<file path="src/clnw_pkg.sv">
// Shared types and constants for the character LCD nibble writer.
package clnw_pkg;

  // Request function codes.
  localparam logic [1:0] FUNC_INIT = 2'd0;
  localparam logic [1:0] FUNC_CMD  = 2'd1;
  localparam logic [1:0] FUNC_CHAR = 2'd2;

  // Character translation constants.
  localparam logic [7:0] BACKSLASH_CODE  = 8'h5C;
  localparam logic [7:0] BACKSLASH_GLYPH = 8'h60;

  // Hold times in milliseconds.
  localparam logic [2:0] SHORT_HOLD = 3'd1;
  localparam logic [2:0] LONG_HOLD  = 3'd5;

  // Nibbles sent during initialisation.
  localparam logic [3:0] INIT_NIBBLE  = 4'h3;
  localparam logic [3:0] INIT_LAST_NIB = 4'h2;

  // Number of entries in the job queue.
  localparam int QUEUE_DEPTH = 2;
  localparam int QPTR_W      = $clog2(QUEUE_DEPTH);
  localparam int QCNT_W      = $clog2(QUEUE_DEPTH + 1);

  // One classified job waiting to be carried out.
  typedef struct packed {
    logic       is_init;
    logic       rs;
    logic [7:0] byte_val;
  } job_t;

  // Queue status as seen by the front and the back.
  typedef struct packed {
    logic empty;
    logic full;
  } queue_status_t;

  // One pin step on the LCD bus.
  typedef struct packed {
    logic       strobe;
    logic       reg_select;
    logic       read_write;
    logic [3:0] data_nibble;
    logic       enable_level;
    logic [2:0] hold_ms;
    logic       last_step;
  } step_t;

endpackage

</file>
<file path="src/clnw_front.sv">
// Front end: accepts requests, translates characters and drops requests with no steps.
module clnw_front (
  input  logic                  start,
  input  logic [1:0]            func,
  input  logic [7:0]            code_byte,
  input  clnw_pkg::queue_status_t status,
  output logic                  busy,
  output logic                  push,
  output clnw_pkg::job_t        job
);
  import clnw_pkg::*;

  logic keep;

  // The front is held off only while the queue has no free entry.
  assign busy = status.full;

  // Classify the request and build the job for the back end.
  always_comb begin
    keep         = 1'b0;
    job.is_init  = 1'b0;
    job.rs       = 1'b0;
    job.byte_val = code_byte;
    case (func)
      FUNC_INIT: begin
        keep        = 1'b1;
        job.is_init = 1'b1;
      end
      FUNC_CMD: begin
        keep = 1'b1;
      end
      FUNC_CHAR: begin
        job.rs = 1'b1;
        if (code_byte == BACKSLASH_CODE) begin
          keep         = 1'b1;
          job.byte_val = BACKSLASH_GLYPH;
        end else if (code_byte inside {[8'h20:8'h5B], [8'h5D:8'h5F], [8'h61:8'h7D]}) begin
          keep = 1'b1;
        end
      end
      default: begin
        keep = 1'b0;
      end
    endcase
  end

  // A transaction enters the queue only if it produces steps.
  assign push = start && !busy && keep;

endmodule

</file>
<file path="src/clnw_queue.sv">
// Short job queue between the front end and the step sequencer.
module clnw_queue (
  input  logic                    clk,
  input  logic                    rst,
  input  logic                    push,
  input  clnw_pkg::job_t          push_job,
  input  logic                    pop,
  output clnw_pkg::job_t          pop_job,
  output clnw_pkg::queue_status_t status
);
  import clnw_pkg::*;

  job_t                entries [QUEUE_DEPTH];
  logic [QPTR_W-1:0]   wr_ptr;
  logic [QPTR_W-1:0]   rd_ptr;
  logic [QCNT_W-1:0]   count;

  assign status.empty = (count == '0);
  assign status.full  = (count == QCNT_W'(QUEUE_DEPTH));
  assign pop_job      = entries[rd_ptr];

  // Storage needs no reset.
  always_ff @(posedge clk) begin
    if (push) begin
      entries[wr_ptr] <= push_job;
    end
  end

  // Pointers wrap at the queue depth.
  always_ff @(posedge clk) begin
    if (rst) begin
      wr_ptr <= '0;
      rd_ptr <= '0;
      count  <= '0;
    end else begin
      if (push) begin
        wr_ptr <= (wr_ptr == QPTR_W'(QUEUE_DEPTH - 1)) ? '0 : wr_ptr + 1'b1;
      end
      if (pop) begin
        rd_ptr <= (rd_ptr == QPTR_W'(QUEUE_DEPTH - 1)) ? '0 : rd_ptr + 1'b1;
      end
      if (push && !pop) begin
        count <= count + 1'b1;
      end else if (pop && !push) begin
        count <= count - 1'b1;
      end
    end
  end

endmodule

</file>
<file path="src/clnw_back.sv">
// Back end: steps through the nibbles of each job and drives one pin step a cycle while a job is active.
module clnw_back (
  input  logic                    clk,
  input  logic                    rst,
  input  clnw_pkg::queue_status_t status,
  input  clnw_pkg::job_t          pop_job,
  output logic                    pop,
  output clnw_pkg::step_t         step
);
  import clnw_pkg::*;

  // Phase within one nibble.
  localparam logic [1:0] PH_SETUP = 2'd0;
  localparam logic [1:0] PH_HIGH  = 2'd1;
  localparam logic [1:0] PH_LOW   = 2'd2;

  logic       active;
  job_t       job;
  logic [1:0] nib_idx;
  logic [1:0] phase;

  logic [3:0] cur_nibble;
  logic [2:0] cur_hold;
  logic       cur_last;
  logic       run_done;

  // Work out the current step from the job and the position in it.
  always_comb begin
    cur_hold = SHORT_HOLD;
    if (job.is_init) begin
      cur_nibble = (nib_idx == 2'd3) ? INIT_LAST_NIB : INIT_NIBBLE;
      cur_last   = (nib_idx == 2'd3) && (phase == PH_LOW);
      if ((nib_idx == 2'd0) && (phase == PH_LOW)) begin
        cur_hold = LONG_HOLD;
      end
    end else begin
      cur_nibble = (nib_idx == 2'd0) ? job.byte_val[7:4] : job.byte_val[3:0];
      cur_last   = (nib_idx == 2'd1) && (phase == PH_LOW);
    end
  end

  // A new job is taken when idle or on the last step of the current one.
  assign run_done = active && cur_last;
  assign pop      = !status.empty && (!active || run_done);

  // Sequencer control.
  always_ff @(posedge clk) begin
    if (rst) begin
      active      <= 1'b0;
      step.strobe <= 1'b0;
    end else begin
      step.strobe <= active;
      if (pop) begin
        active <= 1'b1;
      end else if (run_done) begin
        active <= 1'b0;
      end
    end
  end

  // Job and position registers.
  always_ff @(posedge clk) begin
    if (pop) begin
      job     <= pop_job;
      nib_idx <= '0;
      phase   <= PH_SETUP;
    end else if (active) begin
      if (phase == PH_LOW) begin
        phase   <= PH_SETUP;
        nib_idx <= nib_idx + 1'b1;
      end else begin
        phase <= phase + 1'b1;
      end
    end
  end

  // Registered pin step outputs.
  always_ff @(posedge clk) begin
    if (active) begin
      step.reg_select   <= job.rs;
      step.read_write   <= 1'b0;
      step.data_nibble  <= cur_nibble;
      step.enable_level <= (phase == PH_HIGH);
      step.hold_ms      <= cur_hold;
      step.last_step    <= cur_last;
    end
  end

endmodule

</file>
<file path="src/char_lcd_nibble_writer_top.sv">
// Top level of the character LCD nibble writer.
//
// A request is taken at a rising edge with start high and busy low. func selects
// initialise (0), command byte (1) or display character (2); code_byte carries the
// byte. Function code 3 and characters outside the displayable set are taken and
// give no steps. Each request becomes a run of pin steps on the result ports, one
// step a cycle, each shown for a single cycle with strobe high; last_step marks the
// end of a run. A byte gives 6 steps, initialisation 12.
// The first step appears after the job queue, the sequencer's job register and the
// step output register. While the queue holds the next job, runs follow one another
// without a gap, so the sustained rate is one step a cycle, set by the step sequencer.
// A two-entry job queue sits between the front end and the sequencer; busy is
// high while it is full.
// Reset clears the queue and the sequencer; no step is shown during reset.
// The receiver cannot stall: every strobed step is taken in its cycle.
module char_lcd_nibble_writer_top (
  input  logic       clk,
  input  logic       rst,
  input  logic       start,
  output logic       busy,
  input  logic [1:0] func,
  input  logic [7:0] code_byte,
  output logic       strobe,
  output logic       reg_select,
  output logic       read_write,
  output logic [3:0] data_nibble,
  output logic       enable_level,
  output logic [2:0] hold_ms,
  output logic       last_step
);
  import clnw_pkg::*;

  queue_status_t status;
  job_t          push_job;
  job_t          pop_job;
  logic          push;
  logic          pop;
  step_t         step;

  // Request classification.
  clnw_front u_front (
    .start     (start),
    .func      (func),
    .code_byte (code_byte),
    .status    (status),
    .busy      (busy),
    .push      (push),
    .job       (push_job)
  );

  // Job queue.
  clnw_queue u_queue (
    .clk      (clk),
    .rst      (rst),
    .push     (push),
    .push_job (push_job),
    .pop      (pop),
    .pop_job  (pop_job),
    .status   (status)
  );

  // Step sequencer.
  clnw_back u_back (
    .clk     (clk),
    .rst     (rst),
    .status  (status),
    .pop_job (pop_job),
    .pop     (pop),
    .step    (step)
  );

  assign strobe       = step.strobe;
  assign reg_select   = step.reg_select;
  assign read_write   = step.read_write;
  assign data_nibble  = step.data_nibble;
  assign enable_level = step.enable_level;
  assign hold_ms      = step.hold_ms;
  assign last_step    = step.last_step;

endmodule

</file>
<file path="config.mk">
export PLATFORM = sky130hd
export DESIGN_NAME = char_lcd_nibble_writer_top
export DESIGN_NICKNAME = d
export VERILOG_FILES = /design/src/clnw_pkg.sv /design/src/clnw_front.sv /design/src/clnw_queue.sv /design/src/clnw_back.sv /design/src/char_lcd_nibble_writer_top.sv
export SDC_FILE = /design/constraint.sdc
export NUM_CORES = 1
export LEC_CHECK = 0
export ABC_AREA = 1
export ABC_CLOCK_PERIOD_IN_PS = 4380
export BUFFER_PORTS_ARGS = -buffer_cell sky130_fd_sc_hd__clkbuf_2
export CORE_AREA = 5 5 73 75
export DETAILED_ROUTE_END_ITERATION = 8
export DIE_AREA = 0 0 78 80
export SYNTH_ARGS = -nofsm -noshare
export SYNTH_HDL_FRONTEND = slang
export SYNTH_SLANG_ARGS = --single-unit
</file>
<file path="constraint.sdc">
create_clock -name clk -period 4.38 [get_ports clk]
set_clock_uncertainty 0.1 [all_clocks]
set_input_delay 0.876 -clock clk [delete_from_list [all_inputs] [get_ports clk]]
set_output_delay 0.876 -clock clk [all_outputs]
set_load 0.02 [all_outputs]
</file>
==> results.txt <==
The switching power came out at 431 uW. The endpoint kind of the worst setup timing path is a register. The post-cts sizing count came out at 0. The die outline width is 78 um. Summing the areas of all compound-gate instances in the mapped netlist gives 5.77% of the synthesized area.

The count of final hold-check violations came out at 0. The clock-pin slew of the registers on the worst-case setup and hold paths came out at 80 ps. The post-route cell area came out at 0.00224 mm^2. Setup repair after global routing left no endpoint under its margin. Measured against its own limit, the worst slew margin works out to 50.7%. The H-tree generated during clock tree synthesis spans 2 levels. Routability-driven placement finished with a final weighted congestion of 0.749. The pin count of the biggest net entering global routing is 15. Yosys printed 0 warnings. For met3 alone, demand over resource in global routing was 3.27%. The final routed wire length divided by cell count is 10.7 um. The CTS tree is yes. The critical path is of the in2reg type. The hold buffer count at CTS came out at 0. The length of the first detailed-routing pass in iterations came out at 4.

The portion of synthesized cell area occupied by the leading cell type came out at 56.6%. The cell accounting for the most synthesized area is sky130_fd_sc_hd__edfxtp_1. The fraction of synthesized cell area in xor and xnor cells came out at 0.434%.

At the pin with the least slew margin, the transition time is 737 ps. Ranked by total cell area, the synthesized netlist is headed by sky130_fd_sc_hd__edfxtp_1, sky130_fd_sc_hd__dfxtp_1, sky130_fd_sc_hd__nand2_1. Of all nets on the critical path, the largest fanout is 3. The cell depth of the worst flop-to-flop path came out at 11. The leakage power is 0.000968 uW. The required time of the worst setup path is 4460 ps. The post-layout minimum cycle time came out at 2180 ps. The main combinational cell family by area after synthesis is simple AND/OR/NAND/NOR gates. The number of antenna violations at the first check in global routing is 0. The kind of start point of the critical path is an input port. Dividing the synthesized area by the synthesized cell count gives 10.6 um^2.

The starting density of the core came out at 43.9%. The setup TNS is 0 ps. The maximum buffer depth of the clock tree is 2. The register area share after synthesis is 66.5%. The data arrival time of the critical path came out at 2260 ps. In this run, CTS created clock tree buffers numbering 5. The half-perimeter wire length after placement is 2.16 mm. For this run the aggregate overflow at the end of global routing stands at 0.

The fraction of the cycle the final worst path needs came out at 49.8%. The residual DRC count is 0. Summing the areas of all fa, ha and maj instances in the mapped netlist gives 2.48% of the synthesized area. The power density normalized to cell area is 591 mW/mm^2. The highest achievable clock rate came out at 0.458 GHz. The detailed-route vias per instance came out at 4.52. The worst hold path belongs to the class reg2reg.

The relative contribution of the clock network to total power came out at 19.4%. The number of global-route vias before repair is 1170. The worst hold path stage count is 0. The core occupancy in the finished layout is 48.8%. The worst hold slack is 347 ps. The via count is 1208. CTS placed an instance of sky130_fd_sc_hd__clkbuf_8 at the clock tree root.

After clock tree synthesis, the setup repair step added 0 buffers. The placement row count is 25. The vertical die dimension came out at 80 um. Compared with the post-synthesis result, the final layout area differs by 11.2%. The first global-routing pass estimated 5.24 mm of wire. Synthesis instantiated 25 different standard cells from the library. The synthesized design contains 48 register bits. The count of mapped cells out of synthesis came out at 191.

The total internal power is 895 uW. The first-iteration detailed-routing DRC count is 49. The combinational cell fraction of total power came out at 25.4%. The busiest layer in global routing is met2. The total detailed-routing wirelength came out at 2.87 mm. The number of diodes added for antenna fixing is 0. The flow ran to the end, and the final reports show no timing, DRC or antenna violations. The count of final max-slew check failures came to 0. The total I/O pin count came out at 26. The fraction of final layout cells with drive strength greater than 1 came out at 17.8%. The worst IR drop on VDD came out at 0.202 mV.

The insertion delay of the later-clocked pin in the worst-skew pair came out at 290 ps. Of the post-synthesis cell area, the part taken by muxes is 0%. Global routing consumed, on the met2 layer, 17.4% of the routing resources. The layout has 437 filler cells.

The share of total power dissipated in sequential elements is 55.2%. Max-cap violations in this run came to 0. The placeable core area is 0.00460 mm^2.

The remaining number of nets flagged by the antenna check after routing came out at 0. The overall routing resource usage came out at 10.6%. The simple-gate share of the synthesized area is 17.1%. Setup violations remaining at the end of the flow were counted as 0. The floorplan step defined a die boundary enclosing 0.00624 mm^2. The synthesized area is 0.00202 mm^2. Once placement finished, the instance area stood at 0.00215 mm^2. The count of port buffers added during placement is 22. The met1 routing resource usage after global routing is 12.8%. The number of clock sinks seen by CTS is 48.

For this run, the post-layout net count is 229. Of the total power, the share spent switching nets is 32.5%.
cell families (layout without fill, tap and decap cells):
kind of cell / after synthesis / after routing
simple gates: 82 / 82
flops: 48 / 48
buf+inv: 36 / 57
compound gates: 18 / 18
fa+ha+maj: 4 / 4
other cells: 2 / 3
xor+xnor: 1 / 1
final cells by class:
| class | count | area [um^2] | share of cell area, % |
|---|---|---|---|
| Multi-Input combinational cell | 108 | 531 | 23.6 |
| Sequential cell | 48 | 1340 | 59.8 |
| Timing Repair Buffer | 22 | 110 | 4.91 |
| Inverter | 27 | 104 | 4.63 |
| Clock buffer | 8 | 90.1 | 4.02 |
| Tap cell | 54 | 67.6 | 3.01 |
metrics by stage:
stage	instances	setup slack, ps	total power (uW)
floorplan	192	2140	994
global placement	259	1860	1090
detailed placement	259	1870	1090
CTS	267	2180	1350
global route	267	1990	1430
finish	267	2200	1330
cell usage in the layout, fill, tap and decap left out, types with 2 or more instances in the layout:
cell and count:
sky130_fd_sc_hd__ha_1 4, sky130_fd_sc_hd__dfxtp_1 10, sky130_fd_sc_hd__nand3_1 5, sky130_fd_sc_hd__a21oi_1 6, sky130_fd_sc_hd__nand2_1 46, sky130_fd_sc_hd__nor3_1 3, sky130_fd_sc_hd__nand4_1 2, sky130_fd_sc_hd__o21ai_0 7
sky130_fd_sc_hd__clkbuf_8 6, sky130_fd_sc_hd__clkbuf_1 2, sky130_fd_sc_hd__clkbuf_2 22, sky130_fd_sc_hd__inv_1 25, sky130_fd_sc_hd__edfxtp_1 38, sky130_fd_sc_hd__nor2_1 21, sky130_fd_sc_hd__conb_1 3, sky130_fd_sc_hd__a21oi_2 3
final timing paths:
kind | start | end | slack (ps)
worst max-delay path | code_byte[3] | u_queue.count[1] | 2200
worst min-delay path | u_back.job[8] | u_back.step[10] | 350
worst max register to register | u_back.nib_idx[1] | u_queue.count[1] | 2310
worst min register to register | u_back.job[8] | u_back.step[10] | 350
synthesized netlist by cell type:
cell                       number
sky130_fd_sc_hd__nand2_1       46
sky130_fd_sc_hd__edfxtp_1      38
sky130_fd_sc_hd__inv_1         25
sky130_fd_sc_hd__nor2_1        21
sky130_fd_sc_hd__dfxtp_1       10
sky130_fd_sc_hd__o21ai_0        7
sky130_fd_sc_hd__a21oi_1        6
sky130_fd_sc_hd__clkbuf_1       6
sky130_fd_sc_hd__nand3_1        5
sky130_fd_sc_hd__ha_1           4
sky130_fd_sc_hd__a21oi_2        3
sky130_fd_sc_hd__buf_4          3
sky130_fd_sc_hd__nor3_1         3
sky130_fd_sc_hd__conb_1         2
sky130_fd_sc_hd__nand4_1        2
sky130_fd_sc_hd__inv_2          1
sky130_fd_sc_hd__inv_4          1
sky130_fd_sc_hd__nand2_2        1
sky130_fd_sc_hd__nand3_2        1
sky130_fd_sc_hd__nor2_4         1
sky130_fd_sc_hd__nor4_1         1
sky130_fd_sc_hd__o21ai_2        1
sky130_fd_sc_hd__o21ai_4        1
sky130_fd_sc_hd__or2_0          1
sky130_fd_sc_hd__xor2_1         1
critical path, stage by stage:
cell and delay (ps):
sky130_fd_sc_hd__clkbuf_2 100, sky130_fd_sc_hd__nor2_1 110, sky130_fd_sc_hd__nand3_1 80, sky130_fd_sc_hd__nand2_1 60, sky130_fd_sc_hd__nand2_1 50, sky130_fd_sc_hd__nand2_1 50
sky130_fd_sc_hd__nand2_1 70, sky130_fd_sc_hd__nand2_1 80, sky130_fd_sc_hd__inv_1 50, sky130_fd_sc_hd__ha_1 310, sky130_fd_sc_hd__a21oi_1 110, sky130_fd_sc_hd__o21ai_0 110
sky130_fd_sc_hd__o21ai_0 150, sky130_fd_sc_hd__a21oi_1 50
state kept, by name (all words and copies together), names as in the netlist:
signal / flops
u_back.phase: 2
u_queue.count: 2
u_queue.entries: 20
u_queue.rd_ptr: 1
u_back.nib_idx: 2
u_back.step: 9
u_back.job: 10
u_queue.wr_ptr: 1
u_back.active: 1
power groups by stage:
stage	Sequential, uW	Clock (uW)	Combinational (uW)
5_1_grt	751	286	392
3_5_place_dp	745	0	345
2_1_floorplan	757	0	237
6_report	731	257	337
4_1_cts	734	268	346
3_3_place_gp	743	0	342
per-layer routing:
layer,wire length [um],up-vias,share of wire [%]
met5,0,-,0
li1,-,656,-
met3,163,2,5.7
met1,1300,522,45
met2,1360,28,48
met4,36,0,1.3
Power figures use the tool's default switching activity.
